--- config.mk ---
export PLATFORM = sky130hd
export DESIGN_NAME = tcl_queue
export DESIGN_NICKNAME = d
export VERILOG_FILES = /design/src/hdl/tcl_queue.sv
export SDC_FILE = /design/constraint.sdc
export NUM_CORES = 1
export LEC_CHECK = 0
export BUFFER_PORTS_ARGS = -buffer_cell sky130_fd_sc_hd__buf_2
export CAP_MARGIN = 25
export CORE_MARGIN = 2
export CORE_UTILIZATION = 45
export DETAILED_ROUTE_END_ITERATION = 8
export PLACE_DENSITY = 0.74
export SETUP_SLACK_MARGIN = 0.1
export SYNTH_ARGS = -nofsm -noshare
export SYNTH_HDL_FRONTEND = slang
export SYNTH_SLANG_ARGS = --single-unit
--- constraint.sdc ---
create_clock -name clk -period 2.45 [get_ports clk]
set_input_delay 0.1225 -clock clk [delete_from_list [all_inputs] [get_ports clk]]
set_output_delay 0.1225 -clock clk [all_outputs]
set_load 0.02 [all_outputs]
--- src/hdl/tcl_queue.sv ---
module tcl_queue #(
    parameter int WIDTH = 8,
    parameter int DEPTH = 4
) (
    input  logic             clk,
    input  logic             rst_n,
    input  logic             push,
    input  logic [WIDTH-1:0] wdata,
    output logic             full,
    input  logic             pop,
    output logic [WIDTH-1:0] rdata,
    output logic             empty
);

    localparam int PTR_W = (DEPTH > 1) ? $clog2(DEPTH) : 1;
    localparam int CNT_W = $clog2(DEPTH + 1);

    logic [WIDTH-1:0] mem_reg [0:DEPTH-1];
    logic [PTR_W-1:0] wr_ptr_reg;
    logic [PTR_W-1:0] wr_ptr_next;
    logic [PTR_W-1:0] rd_ptr_reg;
    logic [PTR_W-1:0] rd_ptr_next;
    logic [CNT_W-1:0] cnt_reg;
    logic [CNT_W-1:0] cnt_next;
    logic             do_push;
    logic             do_pop;

    assign full    = (cnt_reg == CNT_W'(DEPTH));
    assign empty   = (cnt_reg == '0);
    assign do_push = push && !full;
    assign do_pop  = pop && !empty;
    assign rdata   = mem_reg[rd_ptr_reg];

    // pointer and fill count update
    always_comb
    begin
        wr_ptr_next = wr_ptr_reg;
        rd_ptr_next = rd_ptr_reg;
        cnt_next    = cnt_reg;
        if (do_push)
        begin
            wr_ptr_next = (wr_ptr_reg == PTR_W'(DEPTH - 1)) ? '0 : wr_ptr_reg + 1'b1;
        end
        if (do_pop)
        begin
            rd_ptr_next = (rd_ptr_reg == PTR_W'(DEPTH - 1)) ? '0 : rd_ptr_reg + 1'b1;
        end
        if (do_push && !do_pop)
        begin
            cnt_next = cnt_reg + 1'b1;
        end
        else if (do_pop && !do_push)
        begin
            cnt_next = cnt_reg - 1'b1;
        end
    end

    always_ff @(posedge clk or negedge rst_n)
    begin
        if (!rst_n)
        begin
            wr_ptr_reg <= '0;
            rd_ptr_reg <= '0;
            cnt_reg    <= '0;
        end
        else
        begin
            wr_ptr_reg <= wr_ptr_next;
            rd_ptr_reg <= rd_ptr_next;
            cnt_reg    <= cnt_next;
        end
    end

    // slot storage
    always_ff @(posedge clk)
    begin
        if (do_push)
        begin
            mem_reg[wr_ptr_reg] <= wdata;
        end
    end

endmodule

==> flow_metrics.env <==
export IMPL_end_kind="flop"
export IMPL_worstPathArrival_ns=2.28
export IMPL_ios=22
export IMPL_largest_reg_flops=32
export IMPL_syn_nets=98
export IMPL_drtPass1Iterations=4
export IMPL_clkSlewWorstSetupHoldPaths_ns=0.10
export IMPL_p_leak_nw=0.720
export IMPL_final_cells=160
export IMPL_drcViolationCount=0
export IMPL_worst_setup_path_type="flop to flop"
export IMPL_synth_top_cell_by_area="edfxtp_1"
export IMPL_crit_chain="nor3b_4 -> nor2b_2 -> ha_1 -> inv_1 -> fa_1 -> xor2_1 -> nor2_1 -> xor2_1"
export IMPL_p_total_mw=2.11
export IMPL_tns_ns=0
export IMPL_crit_path_frequent_cell="xor2_1"
export IMPL_track_usage=0.131
export IMPL_slew_violations=0
export IMPL_yosysWarnings=0
export IMPL_hold_path_class="input port to asynchronous set/reset pin"
export IMPL_drtIter0Drc=33
export IMPL_nets=132
export IMPL_cts_buffers=5
export IMPL_skew_ns=0.00507
export IMPL_die_width_microns=64.0
export IMPL_power_density_nw_per_um2=1110
export IMPL_rows=21
export IMPL_syn2layout_area_growth_pct=17.5
export IMPL_r2r_start="cnt_reg[2]$_DFFE_PN0P_"
export IMPL_period_needed_ns=2.03
export IMPL_crit_required_ns=2.71
export IMPL_tightest_slew_ns=0.588
export IMPL_fmax_mhz=493
export IMPL_cts_tree="done"
export IMPL_place_ws_ns=0.462
export IMPL_reg2reg_setup_slack_ns=0.42
export IMPL_drive_gt1_frac=0.412
export IMPL_finalHoldViolCount=0
export IMPL_antennaDiodeCount=0
export IMPL_grt_max_degree=12
export IMPL_worstPathMaxFanout=7
export IMPL_final_util=0.561
export IMPL_syn_inst=79
export IMPL_postCtsResizedCells=0
export IMPL_clockBufferDepth=2
export IMPL_synth_seq_cells=39
export IMPL_final_common_cell="edfxtp_1"
export IMPL_synth_top_area_frac=0.593
export IMPL_grt_pass1_wl_microns=3760
export IMPL_period_share=0.827
export IMPL_r2r_end="cnt_reg[2]$_DFFE_PN0P_"
export IMPL_insertion_delay_ns=0.33
export IMPL_avgViaCountPerCell=4.94
export IMPL_routabilityCongestion=0.728
export IMPL_grt_pass1_vias=808
export IMPL_cpPeakStageDelay_ns=0.42
export IMPL_clock_sinks=39
export IMPL_initial_utilization=0.478
export IMPL_ys_seq_area_frac=0.701
export IMPL_vdd_drop_max_mv=0.358
export IMPL_max_slew_margin=0.608
export IMPL_layout_common_cells="32 x edfxtp_1, 21 x buf_2, 9 x dlygate4sd3_1"
export IMPL_h_tree_depth=2
export IMPL_fin_ws_ns=0.423
export IMPL_wl_per_cell_microns=14.5
export IMPL_slowest_stage="dfrtp_1"
export IMPL_synthTopCellsByArea="edfxtp_1 59%, mux4_2 11%, dfrtp_1 11%"
export IMPL_vias=790
export IMPL_cts_root_buf="clkbuf_4"
export IMPL_die_height_microns=64.0
export IMPL_synth_area_per_cell_sq_um=20.5
export IMPL_ant_nets=0
export IMPL_antenna_found_initial=0
export IMPL_reg2regPathDepth=8
export IMPL_wl_microns=2310
export IMPL_rsz0062_at_grt="no"
export IMPL_critPathLaunchType="flop"
export IMPL_die_area_sq_um=4100
export IMPL_hpwl_microns=1550
export IMPL_status="complete, no violations"
export IMPL_cts_setup_buffers=0
export IMPL_drv_cap=0
export IMPL_finalSetupViolCount=0
export IMPL_grt_overflow_total=0
export IMPL_core_area_sq_um=3390
export IMPL_syn_area_sq_um=1620
export IMPL_dp_cells=143
export IMPL_synth_cell_type_count=19
export IMPL_io_buffers=21
[worst max-delay path by stage]
stage / startpoint / to / slack (ns)
6_report: cnt_reg[2]$_DFFE_PN0P_ / cnt_reg[2]$_DFFE_PN0P_ / 0.42
4_1_cts: cnt_reg[2]$_DFFE_PN0P_ / cnt_reg[2]$_DFFE_PN0P_ / 0.43
5_1_grt: cnt_reg[2]$_DFFE_PN0P_ / cnt_reg[2]$_DFFE_PN0P_ / 0.24
3_5_place_dp: cnt_reg[2]$_DFFE_PN0P_ / cnt_reg[2]$_DFFE_PN0P_ / 0.46
2_1_floorplan: cnt_reg[0]$_DFFE_PN0P_ / cnt_reg[2]$_DFFE_PN0P_ / 0.14
3_3_place_gp: cnt_reg[0]$_DFFE_PN0P_ / cnt_reg[2]$_DFFE_PN0P_ / 0.49
[final cells by class]
class | count | area, sq um
Multi-Input combinational cell | 34 | 453
Clock buffer | 7 | 45.0
Sequential cell | 39 | 1140
Fill cell | 276 | 1490
Tap cell | 46 | 57.6
Timing Repair Buffer | 30 | 195
Clock inverter | 1 | 5.00
Inverter | 3 | 11.3
[what timing repair did]
item | CTS | global route
endpoints found under the hold margin | 39 | 0
endpoints found under the setup margin | 0 | 0
hold buffers | 9 | 0
[Yosys cell counts]
cell / instances
nand2b_4: 1
dfrtp_1: 7
xor2_1: 2
xnor2_1: 1
buf_6: 1
mux4_2: 8
and2_2: 4
fa_1: 1
nor3b_4: 1
buf_1: 1
inv_1: 3
nor2_1: 3
nor2b_2: 1
ha_1: 6
buf_2: 1
nor3_1: 1
mux2_2: 3
edfxtp_1: 32
mux2_4: 2
[power by group]
part / switching, mW / internal (mW)
Sequential: 0.158 / 0.896
Clock: 0.182 / 0.112
Combinational: 0.366 / 0.397
Total: 0.705 / 1.40
[critical path, delay by kind of cell, from the launching register on]
| family | cells | cell delay (ns) |
|---|---|---|
| flip-flops | 1 | 0.42 |
| AND/OR/NAND/NOR | 3 | 0.56 |
| adder cells (fa/ha/maj) | 2 | 0.61 |
| buffers and inverters | 1 | 0.06 |
| XOR/XNOR | 2 | 0.31 |
[routing by layer]
| metal | wire length [microns] | up-vias | GRT usage |
|---|---|---|---|
| met4 | 43 | 0 | 0.0652 |
| met3 | 99 | 5 | 0.0528 |
| met5 | 0 | - | 0 |
| met2 | 1160 | 15 | 0.214 |
| li1 | - | 370 | - |
| met1 | 1010 | 400 | 0.149 |
[per-stage QoR]
stage	hold WS (ns)	cell area, sq um
floorplan	-0.173	1620
CTS	0.135	1900
finish	0.155	1900
global route	0.139	1900
global placement	-0.0346	1760
detailed placement	-0.0257	1760
[cells by family after synthesis]
kind of cell               share of synthesized area
xor gates and xnor gates                      0.0162
muxes                                          0.151
adders and majority gates                     0.0587
DFF                                            0.701
and+or+nand+nor                               0.0541
buffers and inverters                         0.0193
(Power assumes the default switching activity.)
