$ cat config.mk
export PLATFORM = sky130hd
export DESIGN_NAME = tcl_front
export DESIGN_NICKNAME = d
export VERILOG_FILES = /design/src/hdl/tcl_pkg.sv /design/src/hdl/tcl_front.sv
export SDC_FILE = /design/constraint.sdc
export NUM_CORES = 2
export LEC_CHECK = 0
export BUFFER_PORTS_ARGS = -buffer_cell sky130_fd_sc_hd__buf_2
export CELL_PAD_IN_SITES_DETAIL_PLACEMENT = 1
export CELL_PAD_IN_SITES_GLOBAL_PLACEMENT = 2
export CORE_ASPECT_RATIO = 2
export CORE_UTILIZATION = 47
export DETAILED_ROUTE_END_ITERATION = 12
export GPL_TIMING_DRIVEN = 0
export PLACE_DENSITY = 0.91
export SLEW_MARGIN = 0
export SYNTH_ARGS = -nofsm -noshare
export SYNTH_HDL_FRONTEND = slang
export SYNTH_SLANG_ARGS = --single-unit
$ cat constraint.sdc
create_clock -name clk -period 56.9 [get_ports clk]
set_input_delay 11.38 -clock clk [delete_from_list [all_inputs] [get_ports clk]]
set_output_delay 11.38 -clock clk [all_outputs]
set_load 0.01 [all_outputs]
$ cat src/hdl/tcl_pkg.sv
package tcl_pkg;

    // default geometry
    localparam int ENTRIES_DEF = 256;
    localparam int WAYS_DEF    = 4;

    // front pipeline: hash width and remainder digits per stage
    localparam int HASH_W     = 32;
    localparam int MOD_STEP   = 4;
    localparam int MOD_STAGES = HASH_W / MOD_STEP;

    // queue between front and back
    localparam int QUEUE_DEPTH = 4;

    // hash constants
    localparam logic [31:0] HASH_K_ZOOM = 32'h9e3779b9;
    localparam logic [31:0] HASH_K_COL  = 32'h85ebca6b;
    localparam logic [31:0] HASH_K_ROW  = 32'hc2b2ae35;
    localparam logic [31:0] HASH_K_MIX  = 32'h7feb352d;
    localparam int          HASH_SH_A   = 16;
    localparam int          HASH_SH_B   = 15;

    // request codes
    localparam logic [1:0] FN_PROBE   = 2'd0;
    localparam logic [1:0] FN_TOUCH   = 2'd1;
    localparam logic [1:0] FN_LOAD    = 2'd2;
    localparam logic [1:0] FN_PREWARM = 2'd3;

    // result status codes
    localparam logic [2:0] STS_HIT     = 3'd0;
    localparam logic [2:0] STS_MISS    = 3'd1;
    localparam logic [2:0] STS_FILL    = 3'd2;
    localparam logic [2:0] STS_EVICT   = 3'd3;
    localparam logic [2:0] STS_REFUSED = 3'd4;

    // request transfer
    typedef struct packed {
        logic [1:0]  func;
        logic [4:0]  tile_zoom;
        logic [29:0] tile_x;
        logic [29:0] tile_y;
        logic [31:0] frame;
    } req_t;

    // result transfer
    typedef struct packed {
        logic [2:0]  status;
        logic [7:0]  entry_index;
        logic [4:0]  evicted_zoom;
        logic [29:0] evicted_x;
        logic [29:0] evicted_y;
    } rsp_t;

    // one way of a set as held in the tag memory
    typedef struct packed {
        logic        vld;
        logic [4:0]  tag_zoom;
        logic [29:0] tag_col;
        logic [29:0] tag_row;
        logic [31:0] use_stamp;
    } way_t;

    // back end sequencer
    typedef enum logic [1:0] {
        BK_CLEAR,
        BK_IDLE,
        BK_EVAL
    } back_state_t;

endpackage

$ cat src/hdl/tcl_front.sv
module tcl_front #(
    parameter int NSETS = 64,
    parameter int SET_W = 6
) (
    input  logic              clk,
    input  logic              rst_n,
    input  logic              hold,
    input  logic              in_valid,
    output logic              in_ready,
    input  tcl_pkg::req_t     in_data,
    output logic              out_valid,
    input  logic              out_ready,
    output tcl_pkg::req_t     out_req,
    output logic [SET_W-1:0]  out_set
);

    localparam int PIPE = 2 + tcl_pkg::MOD_STAGES;
    localparam int HW   = tcl_pkg::HASH_W;
    localparam int MS   = tcl_pkg::MOD_STEP;
    localparam int MN   = tcl_pkg::MOD_STAGES;
    localparam logic [SET_W:0] NSETS_EXT = (SET_W + 1)'(NSETS);

    logic [PIPE-1:0]  vld_reg;
    tcl_pkg::req_t    req_reg [0:PIPE-1];
    logic [HW-1:0]    h1_reg;
    logic [HW-1:0]    h1_next;
    logic [HW-1:0]    m_reg;
    logic [HW-1:0]    m_next;
    logic [HW-1:0]    h3;
    logic [SET_W-1:0] rem_reg [0:MN-1];
    logic [SET_W-1:0] rem_next [0:MN-1];
    logic [HW-1:0]    hv_reg [0:MN-1];
    logic [SET_W-1:0] mod_rin [0:MN-1];
    logic [HW-1:0]    mod_hin [0:MN-1];
    logic             advance;

    // one remainder digit: shift in bits, subtract the set count when reached
    function automatic logic [SET_W-1:0] mod_step(input logic [SET_W-1:0] r,
                                                  input logic [MS-1:0] d);
        logic [SET_W:0]   t;
        logic [SET_W-1:0] acc;
        acc = r;
        for (int b = MS - 1; b >= 0; b--)
        begin
            t = {acc, d[b]};
            if (t >= NSETS_EXT)
            begin
                t = t - NSETS_EXT;
            end
            acc = t[SET_W-1:0];
        end
        return acc;
    endfunction

    // whole pipeline moves unless the last stage is blocked
    assign advance  = !vld_reg[PIPE-1] || out_ready;
    assign in_ready = advance && !hold;

    // hash stage one: key products
    assign h1_next = (32'(in_data.tile_zoom) * tcl_pkg::HASH_K_ZOOM)
                   ^ (32'(in_data.tile_x) * tcl_pkg::HASH_K_COL)
                   ^ (32'(in_data.tile_y) * tcl_pkg::HASH_K_ROW);

    // hash stage two: fold and mix
    assign m_next = (h1_reg ^ (h1_reg >> tcl_pkg::HASH_SH_A)) * tcl_pkg::HASH_K_MIX;

    // final fold feeds the remainder pipeline
    assign h3 = m_reg ^ (m_reg >> tcl_pkg::HASH_SH_B);

    // remainder stages, most significant digit first
    always_comb
    begin
        mod_rin[0] = '0;
        mod_hin[0] = h3;
        for (int k = 1; k < MN; k++)
        begin
            mod_rin[k] = rem_reg[k-1];
            mod_hin[k] = hv_reg[k-1];
        end
        for (int k = 0; k < MN; k++)
        begin
            rem_next[k] = mod_step(mod_rin[k], mod_hin[k][HW-1-k*MS -: MS]);
        end
    end

    // stage valid bits
    always_ff @(posedge clk or negedge rst_n)
    begin
        if (!rst_n)
        begin
            vld_reg <= '0;
        end
        else if (advance)
        begin
            vld_reg <= {vld_reg[PIPE-2:0], in_valid && in_ready};
        end
    end

    // stage payload
    always_ff @(posedge clk)
    begin
        if (advance)
        begin
            req_reg[0] <= in_data;
            for (int i = 1; i < PIPE; i++)
            begin
                req_reg[i] <= req_reg[i-1];
            end
            h1_reg <= h1_next;
            m_reg  <= m_next;
            for (int k = 0; k < MN; k++)
            begin
                rem_reg[k] <= rem_next[k];
                hv_reg[k]  <= mod_hin[k];
            end
        end
    end

    assign out_valid = vld_reg[PIPE-1];
    assign out_req   = req_reg[PIPE-1];
    assign out_set   = rem_reg[MN-1];

endmodule

==> metrics.yaml <==
detailed_routing:
  via_count: 27200
  dr.pass1.iters: 7
  route.antenna.remaining_nets: 0
  drt-initial-drc-count: 1049
  drcViolationCount: 0
  wire_per_inst_um: 23.9
  routed_via_density: 5.04
  drt-total-wl_um: 129000
global_route:
  grt_max_degree: 49
  overflow: 0
  grt_pass1_wl_um: 192000
  antenna_found_initial: 20
  first_global_vias: 31500
  grt.total_usage: 0.223
critical_path:
  cp_common_cell: "buf_2"
  cp_cell_sequence: "buf_2 > nand2b_1 > buf_2 > buf_12 > nor2b_1 > buf_2"
  r2r-start: "h1_reg[22]"
  r2r_cells: 17
  cp.arrival_ps: 12870
  cp-start-kind: "input pin"
  cp_max_fo: 33
  crit_type: "in -> out"
  r2r_slack_ps: 50250
  path_buf_inv: 4
  cpPeakStageDelay_ps: 590
  cp_data_required_time_ps: 45520
  critPathSlowestCell: "buf_2"
  crit_family: "buffers and inverters"
  r2r_end: "m_reg[20]"
  cp-startpoint: "out_ready"
  crit_path_end_kind: "primary output"
floorplanning:
  die_w_um: 246
  core_mm2: 0.118
  ioPinCount: 211
  design.die.area_mm2: 0.121
  num_rows: 178
  fp.dieH_um: 490
  initial_utilization: 0.475
clocking:
  htree_levels: 3
  clockRootBuffer: "clkbuf_16"
  tritoncts: "done"
  post-cts-setup-buffers: 0
  cts_resized: 0
  clk_latency_ps: 700
  cts_hold_buf: 0
  cts_buffer_depth: 3
  clk_pin_slew_worst_paths_ps: 70
  clock-sinks: 1092
  cts_buffers: 91
synth:
  synthArstFlopShare: 0.00916
  syn_avg_cell_area_um2: 16.2
  syn_inst: 3453
  synth-main-ff-cell: "edfxtp_1"
  ys_warn_count: 0
  synth-edff-count: 1082
  synth_fp_nets: 4556
  synth-seq-cells: 1092
  seq_area_frac_synth: 0.585
  netlist_area_mm2: 0.0560
  ys_types: 61
timing:
  slew_viol_final: 0
  worst_clock_skew_ps: 38.1
  max-slew-margin-rel: 0.220
  period_minus_slack_ps: 24250
  whs_ps: 386
  fin_crit_sh: 0.426
  worst_pin_slew_ps: 1170
  hold_viol: 0
  rsz0062_at_grt: "false"
  setup_viol: 0
  clock.fmax_mhz: 41.2
place:
  port_buffers: 210
  placed_cell_area_mm2: 0.0595
  placed_cells: 5221
  place.gp.congestion: 0.925
  hpwl_um: 104000
final_layout:
  largest_reg_flops: 990
  final_nets: 4887
  final_cell_mix: "1082 x edfxtp_1, 714 x inv_1, 544 x ha_1, 455 x fa_1, 213 x buf_2"
  drive_above_1_share: 0.105
  fillers: 11100
  final_common_cell: "edfxtp_1"
  syn_to_final_growth_pct: 12.2
  fin_cells: 5395
  stdcell_area_mm2: 0.0628
hold_path:
  holdPathStages: 0
  hp-start: "req_reg[6][88]"
  whs_endpoint: "req_reg[7][88]"
  hp-class: "reg -> reg"
outcome:
  outcome: "complete, no violations"
run:
  drv_cap: 0
[how the worst max path moves through the flow]
stage	cells after the start	to
after floorplan	3	in_ready
after global placement	5	in_ready
after detailed placement	6	in_ready
after CTS	6	in_ready
after global routing	6	in_ready
final	6	in_ready
[metal layers]
| metal | track usage | share of wire | vias to the layer above |
|---|---|---|---|
| met5 | 0 | 0.0011 | - |
| met1 | 0.217 | 0.33 | 14000 |
| met3 | 0.0295 | 0.029 | 280 |
| met2 | 0.436 | 0.58 | 512 |
| met4 | 0.126 | 0.062 | 26 |
| li1 | - | - | 12400 |
[logic make-up after synthesis]
family	count (synthesis)	share of synthesized area
DFF	1092	0.585
adders and majority gates	999	0.284
buffers and inverters	719	0.0483
xor gates and xnor gates	261	0.0416
AOI/OAI and AO/OA	214	0.0255
and+or+nand+nor	158	0.0134
muxes	10	0.00197
[layout make-up]
cell class	count	area, µm²	area share
inverter	714	2680	0.0427
multi-input combinational	1642	20500	0.327
clock buffer	102	2330	0.0371
sequential	1092	32700	0.521
tap	1530	1910	0.0305
clock inverter	63	965	0.0154
buffer	5	22.5	0.000358
antenna	9	22.5	0.000358
timing repair buffer	238	1620	0.0258
[synthesized netlist by cell type (3+ instances only)]
cell	instances	share of area
a211oi_1	4	0.00054
a21o_1	48	0.0064
a21oi_1	68	0.0061
a31oi_1	11	0.0012
and2_1	3	0.00034
dfrtp_1	10	0.0045
edfxtp_1	1082	0.58
fa_1	455	0.16
ha_1	544	0.12
inv_1	714	0.048
mux2_2	8	0.0016
nand2_1	44	0.0030
nand2b_1	10	0.0011
nand3_1	11	0.00098
nand4_1	7	0.00078
nor2_1	44	0.0030
nor2b_1	4	0.00045
nor3_1	14	0.0013
o211ai_1	4	0.00054
o21a_1	13	0.0017
o21ai_0	26	0.0023
o21ai_1	4	0.00036
o21bai_1	6	0.00080
o31ai_1	4	0.00054
or2_2	7	0.00078
or3_1	3	0.00034
xnor2_1	203	0.032
xor2_1	55	0.0086
[through the flow]
| step | setup TNS (ps) | utilization | setup slack (ps) |
|---|---|---|---|
| 5_1_grt | 0 | 0.533 | 32470 |
| 2_1_floorplan | 0 | - | 3120 |
| 3_3_place_gp | -6030 | 0.500 | -6030 |
| 6_report | 0 | 0.533 | 32650 |
| 3_5_place_dp | 0 | 0.505 | 32620 |
| 4_1_cts | 0 | 0.533 | 32610 |
Power is not shown: default switching activity piles up to over one toggle a cycle in this logic, so the estimate is an artifact.
